## src/hdl/tmcg_pkg.sv

```systemverilog
// ----------------------------------------------------------------------------
// tmcg_pkg
// Shared types, constants and tables of the torus mesh cell generator.
// ----------------------------------------------------------------------------
package tmcg_pkg;

    // largest segment count honored on either axis
    localparam int MAX_SEGMENTS = 256;

    // widths
    localparam int CNT_W  = 9;     // segment count registers
    localparam int IDX_W  = 8;     // grid indices
    localparam int PH_W   = 32;    // phase, fraction of a full turn
    localparam int COR_W  = 34;    // cordic datapath
    localparam int TRI_W  = 16;    // triangle indices
    localparam int CFG_IW = 3;     // configuration index

    // configuration register indexes
    localparam logic [CFG_IW-1:0] CFG_TUBE_RADIUS   = 3'd0;
    localparam logic [CFG_IW-1:0] CFG_RING_RADIUS   = 3'd1;
    localparam logic [CFG_IW-1:0] CFG_RING_SEGMENTS = 3'd2;
    localparam logic [CFG_IW-1:0] CFG_TUBE_SEGMENTS = 3'd3;

    // quadrant codes
    localparam logic [1:0] QUAD_0 = 2'd0;
    localparam logic [1:0] QUAD_1 = 2'd1;
    localparam logic [1:0] QUAD_2 = 2'd2;
    localparam logic [1:0] QUAD_3 = 2'd3;

    // 1/gain in Q2.30, start of x
    localparam logic signed [COR_W-1:0] CORDIC_X0 = 34'sd652032874;

    // one step of the phase divider
    typedef struct packed {
        logic [CNT_W-1:0] rem;
        logic [PH_W-1:0]  quo;
    } t_div;

    // one step of the cordic rotator
    typedef struct packed {
        logic signed [COR_W-1:0] x;
        logic signed [COR_W-1:0] y;
        logic signed [COR_W-1:0] z;
        logic [1:0]              quad;
    } t_cordic;

    // triangle vertex indices of one cell
    typedef struct packed {
        logic [TRI_W-1:0] cur;
        logic [TRI_W-1:0] nxt;
        logic [TRI_W-1:0] curn;
        logic [TRI_W-1:0] nxtn;
    } t_tri;

    // atan(2^-k) in units of 2^-32 turn
    function automatic logic signed [COR_W-1:0] tmcg_atan(input int k);
        logic signed [COR_W-1:0] v;
        case (k)
            0:  v = 34'sd536870912;
            1:  v = 34'sd316933406;
            2:  v = 34'sd167458907;
            3:  v = 34'sd85004756;
            4:  v = 34'sd42667331;
            5:  v = 34'sd21354465;
            6:  v = 34'sd10679838;
            7:  v = 34'sd5340245;
            8:  v = 34'sd2670163;
            9:  v = 34'sd1335087;
            10: v = 34'sd667544;
            11: v = 34'sd333772;
            12: v = 34'sd166886;
            13: v = 34'sd83443;
            14: v = 34'sd41722;
            15: v = 34'sd20861;
            16: v = 34'sd10430;
            17: v = 34'sd5215;
            18: v = 34'sd2608;
            19: v = 34'sd1304;
            20: v = 34'sd652;
            21: v = 34'sd326;
            22: v = 34'sd163;
            23: v = 34'sd81;
            default: v = '0;
        endcase
        return v;
    endfunction

endpackage

```

## src/hdl/tmcg_cordic_cell.sv

```systemverilog
// ----------------------------------------------------------------------------
// tmcg_cordic_cell
// One rotation-mode cordic micro-rotation with a fixed shift.
// ----------------------------------------------------------------------------
module tmcg_cordic_cell
    import tmcg_pkg::*;
#(
    parameter int SHIFT = 0
) (
    input  logic    i_clk,
    input  logic    i_en,
    input  t_cordic i_d,
    output t_cordic o_d
);

    localparam logic signed [COR_W-1:0] ATAN = tmcg_atan(SHIFT);

    logic signed [COR_W-1:0] xs;
    logic signed [COR_W-1:0] ys;
    t_cordic                 n_d;
    t_cordic                 r_d;

    // rotate toward zero residual angle
    always_comb begin
        xs       = i_d.x >>> SHIFT;
        ys       = i_d.y >>> SHIFT;
        n_d.quad = i_d.quad;
        if (!i_d.z[COR_W-1]) begin
            n_d.x = i_d.x - ys;
            n_d.y = i_d.y + xs;
            n_d.z = i_d.z - ATAN;
        end else begin
            n_d.x = i_d.x + ys;
            n_d.y = i_d.y - xs;
            n_d.z = i_d.z + ATAN;
        end
    end

    always_ff @(posedge i_clk) begin
        if (i_en) begin
            r_d <= n_d;
        end
    end

    assign o_d = r_d;

endmodule

```

## config.mk

```make
export PLATFORM = sky130hd
export DESIGN_NAME = tmcg_cordic_cell
export DESIGN_NICKNAME = d
export VERILOG_FILES = /design/src/hdl/tmcg_pkg.sv /design/src/hdl/tmcg_cordic_cell.sv
export SDC_FILE = /design/constraint.sdc
export NUM_CORES = 1
export LEC_CHECK = 0
export BUFFER_PORTS_ARGS = -buffer_cell sky130_fd_sc_hd__buf_4
export CORE_MARGIN = 3
export CORE_UTILIZATION = 35
export DETAILED_ROUTE_END_ITERATION = 8
export GPL_TIMING_DRIVEN = 0
export REMOVE_ABC_BUFFERS = 1
export SETUP_SLACK_MARGIN = 0.1
export SLEW_MARGIN = 40
export SYNTH_ARGS = -nofsm -noshare
export SYNTH_HDL_FRONTEND = slang
export SYNTH_SLANG_ARGS = --single-unit
```

## constraint.sdc

```tcl
create_clock -name i_clk -period 5.8 [get_ports i_clk]
set_input_delay 1.16 -clock i_clk [delete_from_list [all_inputs] [get_ports i_clk]]
set_output_delay 1.16 -clock i_clk [all_outputs]
set_load 0.02 [all_outputs]
```

==> run metrics <==
cell area power density 243 nW/um^2; Nets 1,386; Ports 210; vias per inst 5.41; post-synthesis compound-gate area fraction 23.6%; clock root cell clkbuf_16; status completed; post-synthesis sequential area ratio 34.0%; max reg flops 103; CTS Sinks 103; worst endpoint required time 5890 ps; ys async rst share 0%; Routed WL per cell 18.8 um; Yosys cell types 80; Seq. cell area 3090 um^2; Worst Tran Pin Value 789 ps; Hold-fix buffers, CTS 0; DP Worst Slack 1090 ps; Max Fanout on Critical Path 12; Critical Path Source Type primary input; # diodes 0; Die Y 167 um; max-cap violation count 0; Synth area leader edfxtp_1; multiplexer share of the synthesized area 1.76%; Clk pin slew, worst setup/hold paths 70 ps; chip width 167 um; post-synthesis adder-cell area fraction 14.9%; post-route setup slack 1300 ps; Max Slew Vio Count 0; Layout fillers 2,519; Cell Area, Synth 9090 um^2; full die area 27,900 um^2; RSZ-0062 raised after global routing no; Mapped Cells 999; ys flop type edfxtp_1; kind of end point of the critical path flip-flop; EDFF count, synth 103; final worst path period share 77.6%; postcts setup bufs 0; CTS tree built; GRT Total Usage 19.3%; Slew HR 47.3%; crit path kind in2reg; routability cong. 0.922; Yosys reg bits 103; worst vdd ir 0.135 mV; Layout area overhead 23.5%; f_max 222 MHz; antenna violations before repair 0; antenna-violating nets left 0; crit path DAT 4590 ps; area of the multi-input gates 5390 um^2; maximum number of pins on one net before global-route repair 104; YS warnings 0; ranking of synthesized cells by area edfxtp_1 (34%), ha_1 (14%), a21oi_1 (6.5%); final std cells w/o fill 1,509; Yosys top cell area share 34.0%; Core Box Area 25,300 um^2; Hold Vio Cnt, Final 0; Std-Cell Rows 58; Hold WC Path Type in2reg; Hold WS 990 ps; global route total overflow 0; drt pass-1 iters 6; 1st-iter DRT viols 761; Leak 4.85 nW; # setup viols final 0; Post-Route Setup TNS 0 ps; simple-gate share of the synthesized area 12.3%; vias in the first global route 7,518; initial core utilization 35.9%; detailed-route via count 8,157; first-pass GRT wire length 43,200 um; TritonCTS buffer count 9; Design Power 2.73 mW; port bufs 209; share of cells above drive strength 1 21.6%; CTS max path bufs 2; final WL 28,300 um; DRC viols 0; H-tree depth 3; Resized Gates After CTS 0; Mapped Avg Cell Area 9.10 um^2; xor/xnor share of the synthesized area 6.65%; Placed Instances 1,492; post-layout minimum cycle time 4500 ps; largest family of logic cells by synthesized area compound AO/OA/AOI/OAI gates; Detail Placement HPWL 22,300 um
==> critical path, cell delays in order <==
cell and delay [ps]:
buf_4 100, inv_1 40, ha_1 470, nor3_1 430
nand2_1 90, o211ai_1 410, o31ai_4 140, o41ai_1 540
a21boi_1 340, o21ai_0 510, nand2_1 90, o21ai_0 150
xnor2_1 90
==> final cells by class <==
type,count,share of cell area [%]
Sequential cell,103,27.6
Multi-Input combinational cell,746,48.0
Timing Repair Buffer,211,14.5
Inverter,103,3.51
Clock inverter,7,0.713
Tap cell,330,3.68
Clock buffer,9,2.01
==> cells by family (layout without fill, tap and decap cells) <==
group,Yosys count,after routing
compound gates,319,319
fa+ha+maj,106,106
buf+inv,150,330
mux,16,16
flops,103,103
xor+xnor,69,69
simple gates,236,236
==> cells in the mapped netlist (12+ instances only) <==
master	number
buf_1	12
xnor2_1	65
edfxtp_1	103
mux2i_1	16
inv_1	96
o21ai_0	50
ha_1	102
clkbuf_1	20
o21bai_1	22
a21oi_1	118
nor3_1	23
nand2_1	43
nor2_1	99
a21o_1	21
==> metrics by stage <==
step	utilization, %	area [um^2]
after floorplan	-	8870
after global placement	42.8	10800
after detailed placement	43.0	10900
after CTS	44.2	11200
after global routing	44.3	11200
final	44.3	11200
==> final timing paths <==
kind	startpoint	endpoint	slack, ps	cells past startpoint
hold / removal	i_d[27]	o_d[27]	990	1
setup / recovery	i_d[44]	o_d[99]	1300	13
==> metal layers <==
metal | vias up | share of wire [%] | track usage, %
met3 | 27 | 6.5 | 2.24
met5 | - | 0 | 0
met2 | 371 | 45 | 30.3
li1 | 3931 | - | -
met1 | 3828 | 48 | 28.7
met4 | 0 | 1.3 | 3.91
==> cell usage in the layout (no fill, tap or decap), drive strengths merged, types with 4 or more instances in the layout <==
master / Yosys / layout
xnor2: 65 / 65
nand3: 11 / 11
nand2: 43 / 43
a31oi: 6 / 6
or3: 4 / 4
inv: 97 / 100
a21oi: 120 / 120
clkbuf: 21 / 9
mux2i: 16 / 16
nor2b: 12 / 12
fa: 4 / 4
ha: 102 / 102
or4: 4 / 4
o21bai: 23 / 23
o311ai: 4 / 4
a2111oi: 7 / 7
a211oi: 6 / 6
clkinv: 6 / 9
buf: 26 / 211
or2: 5 / 5
o41a: 4 / 4
o31ai: 14 / 14
edfxtp: 103 / 103
xor2: 4 / 4
nand4: 11 / 11
o21ai: 54 / 54
a21boi: 5 / 5
o31a: 6 / 6
o21a: 11 / 11
a21o: 21 / 21
nor4: 6 / 6
nand2b: 8 / 8
nor3: 23 / 23
o211ai: 6 / 6
nor2: 99 / 99
==> power by group <==
group          switching (mW)  internal, mW
Sequential             0.0319         0.959
Clock                   0.290         0.342
Combinational           0.668         0.435
Note: power is estimated with default switching activity, not from simulation.
