### src/hdl/tmcg_pkg.sv
// ----------------------------------------------------------------------------
// tmcg_pkg
// Shared types, constants and tables of the torus mesh cell generator.
// ----------------------------------------------------------------------------
package tmcg_pkg;

    // largest segment count honored on either axis
    localparam int MAX_SEGMENTS = 256;

    // widths
    localparam int CNT_W  = 9;     // segment count registers
    localparam int IDX_W  = 8;     // grid indices
    localparam int PH_W   = 32;    // phase, fraction of a full turn
    localparam int COR_W  = 34;    // cordic datapath
    localparam int TRI_W  = 16;    // triangle indices
    localparam int CFG_IW = 3;     // configuration index

    // configuration register indexes
    localparam logic [CFG_IW-1:0] CFG_TUBE_RADIUS   = 3'd0;
    localparam logic [CFG_IW-1:0] CFG_RING_RADIUS   = 3'd1;
    localparam logic [CFG_IW-1:0] CFG_RING_SEGMENTS = 3'd2;
    localparam logic [CFG_IW-1:0] CFG_TUBE_SEGMENTS = 3'd3;

    // quadrant codes
    localparam logic [1:0] QUAD_0 = 2'd0;
    localparam logic [1:0] QUAD_1 = 2'd1;
    localparam logic [1:0] QUAD_2 = 2'd2;
    localparam logic [1:0] QUAD_3 = 2'd3;

    // 1/gain in Q2.30, start of x
    localparam logic signed [COR_W-1:0] CORDIC_X0 = 34'sd652032874;

    // one step of the phase divider
    typedef struct packed {
        logic [CNT_W-1:0] rem;
        logic [PH_W-1:0]  quo;
    } t_div;

    // one step of the cordic rotator
    typedef struct packed {
        logic signed [COR_W-1:0] x;
        logic signed [COR_W-1:0] y;
        logic signed [COR_W-1:0] z;
        logic [1:0]              quad;
    } t_cordic;

    // triangle vertex indices of one cell
    typedef struct packed {
        logic [TRI_W-1:0] cur;
        logic [TRI_W-1:0] nxt;
        logic [TRI_W-1:0] curn;
        logic [TRI_W-1:0] nxtn;
    } t_tri;

    // atan(2^-k) in units of 2^-32 turn
    function automatic logic signed [COR_W-1:0] tmcg_atan(input int k);
        logic signed [COR_W-1:0] v;
        case (k)
            0:  v = 34'sd536870912;
            1:  v = 34'sd316933406;
            2:  v = 34'sd167458907;
            3:  v = 34'sd85004756;
            4:  v = 34'sd42667331;
            5:  v = 34'sd21354465;
            6:  v = 34'sd10679838;
            7:  v = 34'sd5340245;
            8:  v = 34'sd2670163;
            9:  v = 34'sd1335087;
            10: v = 34'sd667544;
            11: v = 34'sd333772;
            12: v = 34'sd166886;
            13: v = 34'sd83443;
            14: v = 34'sd41722;
            15: v = 34'sd20861;
            16: v = 34'sd10430;
            17: v = 34'sd5215;
            18: v = 34'sd2608;
            19: v = 34'sd1304;
            20: v = 34'sd652;
            21: v = 34'sd326;
            22: v = 34'sd163;
            23: v = 34'sd81;
            default: v = '0;
        endcase
        return v;
    endfunction

endpackage

### src/hdl/tmcg_div_cell.sv
// ----------------------------------------------------------------------------
// tmcg_div_cell
// One restoring step of the phase divider: one quotient bit per cell.
// ----------------------------------------------------------------------------
module tmcg_div_cell
    import tmcg_pkg::*;
(
    input  logic             i_clk,
    input  logic             i_en,
    input  logic [CNT_W-1:0] i_divisor,
    input  t_div             i_d,
    output t_div             o_d
);

    logic [CNT_W:0] two_r;
    logic           ge;
    t_div           n_d;
    t_div           r_d;

    // shift, compare, subtract
    always_comb begin
        two_r     = {i_d.rem, 1'b0};
        ge        = two_r >= {1'b0, i_divisor};
        n_d.rem   = ge ? CNT_W'(two_r - {1'b0, i_divisor}) : CNT_W'(two_r);
        n_d.quo   = {i_d.quo[PH_W-2:0], ge};
    end

    always_ff @(posedge i_clk) begin
        if (i_en) begin
            r_d <= n_d;
        end
    end

    assign o_d = r_d;

endmodule

### config.mk
export PLATFORM = sky130hd
export DESIGN_NAME = tmcg_div_cell
export DESIGN_NICKNAME = d
export VERILOG_FILES = /design/src/hdl/tmcg_pkg.sv /design/src/hdl/tmcg_div_cell.sv
export SDC_FILE = /design/constraint.sdc
export NUM_CORES = 1
export LEC_CHECK = 0
export BUFFER_PORTS_ARGS = -buffer_cell sky130_fd_sc_hd__buf_2
export CORE_MARGIN = 2
export CORE_UTILIZATION = 30
export CTS_CLUSTER_SIZE = 20
export DETAILED_ROUTE_END_ITERATION = 12
export SYNTH_ARGS = -nofsm -noshare
export SYNTH_HDL_FRONTEND = slang
export SYNTH_SLANG_ARGS = --single-unit
### constraint.sdc
create_clock -name i_clk -period 2 [get_ports i_clk]
set_clock_uncertainty 0.1 [all_clocks]
set_input_delay 0.2 -clock i_clk [delete_from_list [all_inputs] [get_ports i_clk]]
set_output_delay 0.2 -clock i_clk [all_outputs]
set_load 0.02 [all_outputs]
==> impl_results.md <==
* Status: completed
* First-pass GRT wire length at 6189 um
* Worst setup margin at 0.1274 ns
* Routed Antenna Nets at 0
* Crit path launch type: input port
* Clock share of power at 0.274
* WL final at 4237 um
* Largest net degree at the start of global routing at 26
* Yosys reg bits at 41
* Pre-Repair DR Iteration Count at 4
* Final Instance Area at 0.003017 sq mm
* Syn Nets at 180
* Longest Clk Path Bufs at 2
* Share of the synthesized area in the top cell type at 0.6744
* Min Tclk post-route at 1.873 ns
* RSZ-0062 raised after global routing: false
* Avg Inst Size Synth at 15.47 sq um
* Number of enable flip-flop cells after synthesis at 41
* Vias per std cell at 4.362
* Multi-input logic area at 608.1 sq um
* Core area at 0.005886 sq mm
* Top FF cell, synth: edfxtp_1
* Synth area leader: edfxtp_1
* CTS tree: built
* Critical Path Sink Type: register
* CP Data Required Time at 1.94 ns
* Initial antenna violation count at 0
* Cells after DPL at 305
* Netlist Area Pre-Place at 0.001826 sq mm
* PwrDens at 746.7 mW/mm^2
* Worst slew pin tran at 0.4180 ns
* Critical Path AT at 1.81 ns
* Mapped Cells at 118
* Setup Viol. Count Final at 0
* Register area at 0.001231 sq mm
* Clock sink count at 41
* Row count at 28
* Comb power frac at 0.253
* Number of remaining DRC errors at 0
* NetSw at 0.5680 mW
* Most frequent cell after synthesis: edfxtp_1
* Final-stage net count at 330
* Iter 0 DRT Violations at 36
* Relative slew slack at 0.7213
* Layout fillers at 520
* CP peak stage delay at 0.35 ns
* Vias in the first global route at 1440
* Final Slew Violations at 0
* Hold Path Class: input port to register
* Area after DPL at 0.002603 sq mm
* Max rail drop VDD at 0.0003705 V
* Ys Warns at 0
* WS Path Type: input port to register
* Final Cycle Share at 0.9363
* Reg clk slew, reported paths at 0.07 ns
* DP Worst Slack at -0.1728 ns
* Max reg flops at 41
* Global Route Usage Sum at 0.1232
* Final hold vios at 0
* IO Pins at 93
* Peak fanout along the critical path at 5
* Slowest cell on crit path: fa_2
* Seq pwr share at 0.473
* Largest cells by area after synthesis: edfxtp_1, ha_1, mux2_4, inv_1, o21ai_0
* Worst Hold End: o_d[38]$_DFFE_PP_
* Post-CTS Resized at 0
* Num CTS Buffers at 5
* PortBufs at 91
* Synthesis-to-layout area growth at 65.25%
* WHS Path Cells at 2
* Leakage power at 1.352 nW
* Non-Filler Instances at 343
* Min-delay src: i_d[37]
* Initial core utilization at 0.3102
* Max Cap Violations at 0
* Die Ht at 82.01 um
* Final HPWL DP at 3261 um
* Sequential area share after synthesis at 0.6744
* CTS root buffer: clkbuf_8
* Final antenna diode count at 0
* WL/cell at 12.35 um
* Int Pwr at 1.684 mW
* F_max at 534.0 MHz
* CP cell instances: buf_2 -> inv_1 -> fa_2 -> nand2b_4 -> a21oi_4 -> nor4b_4 -> or2_4 -> inv_4 -> mux2_4
* Share of cells above drive strength 1 at 0.5187
* Die area at 0.006725 sq mm
* DR vias at 1496
* CTS H-tree lvls at 2
* Netlist cell types at 35
* Sw frac at 0.2522
* Global placer's final weighted congestion at 0.8221
* Async set-reset flop share out of synthesis at 0
* Overflow after GRT at 0
* Hold WS at 0.1401 ns
* Synth top cells by count: edfxtp_1, inv_1, ha_1
* Die W at 82.01 um
[through the flow]
step | util | setup TNS (ns) | total power, mW
final | 0.5125 | 0 | 2.252
after global routing | 0.5125 | 0 | 2.380
after CTS | 0.5125 | 0 | 2.285
after detailed placement | 0.4422 | -0.7491 | 1.612
after global placement | 0.4422 | -0.6730 | 1.605
after floorplan | - | 0 | 1.381
[worst max path at each step]
stage                       from                 to  slack (ns)  cells after the start
global route        i_divisor[1]  o_d[36]$_DFFE_PP_        0.07                     10
finish                   i_d[32]  o_d[36]$_DFFE_PP_        0.13                      9
global placement    i_divisor[1]  o_d[36]$_DFFE_PP_       -0.16                     10
CTS                 i_divisor[1]  o_d[36]$_DFFE_PP_        0.14                     10
detailed placement  i_divisor[1]  o_d[36]$_DFFE_PP_       -0.17                     10
floorplan           i_divisor[4]  o_d[35]$_DFFE_PP_       0.007                      8
[cells in the final DEF (no fill, tap or decap), types with 2 or more instances in the layout]
master,synthesis,final
dlygate4sd3_1,0,31
ha_1,9,5
clkbuf_8,0,5
xor2_1,2,2
nand3b_1,2,2
mux2_4,4,4
buf_4,0,20
nand2_1,2,2
o21a_1,2,2
ha_4,0,3
nor2_1,4,4
a21oi_1,5,5
xnor2_1,3,3
buf_2,0,91
inv_1,10,8
o21ai_0,7,7
inv_2,0,2
edfxtp_1,41,41
a21o_1,3,3
[power by group through the flow]
stage	sequential, mW	combinational [mW]	clock, mW
finish	1.06	0.570	0.617
global route	1.07	0.624	0.684
CTS	1.07	0.574	0.644
detailed placement	1.09	0.527	0
global placement	1.08	0.523	0
floorplan	1.20	0.184	0
[metal layers]
metal  routed length (um)  track usage  vias to the layer above
li1                     -            -                      742
met1                 1840       0.1381                      672
met2                 1945       0.2171                       76
met3                  393      0.03736                        6
met4                   58      0.05000                        0
met5                    0            0                        -
[worst max-delay path, delay by kind of cell]
family | cells | cell delay, ns
adders and majority gates | 1 | 0.35
muxes | 1 | 0.30
AOI/OAI and AO/OA | 1 | 0.17
buffers and inverters | 3 | 0.28
and+or+nand+nor | 3 | 0.49
[kinds of logic (layout without fill, tap and decap cells)]
kind of cell               Yosys count  count (layout)  share of synthesized area
buffers and inverters               11             161                    0.02399
adders and majority gates           10              10                    0.07265
muxes                                4               4                    0.03290
DFF                                 41              41                     0.6744
xor gates and xnor gates             5               5                    0.02399
AOI/OAI and AO/OA                   23              23                    0.08088
and+or+nand+nor                     24              24                    0.09116
[layout make-up]
type | count | area share
Clock buffer | 5 | 0.02281
Clock inverter | 2 | 0.01161
Inverter | 11 | 0.01452
Multi-Input combinational cell | 66 | 0.2016
Sequential cell | 41 | 0.4081
Tap cell | 75 | 0.03111
Timing Repair Buffer | 143 | 0.3102
[timing repair]
item | CTS | global route
endpoints found under the hold margin | 31 | 0
hold buffers | 31 | 0
buffers inserted | 0 | 0
(Power assumes the default switching activity.)
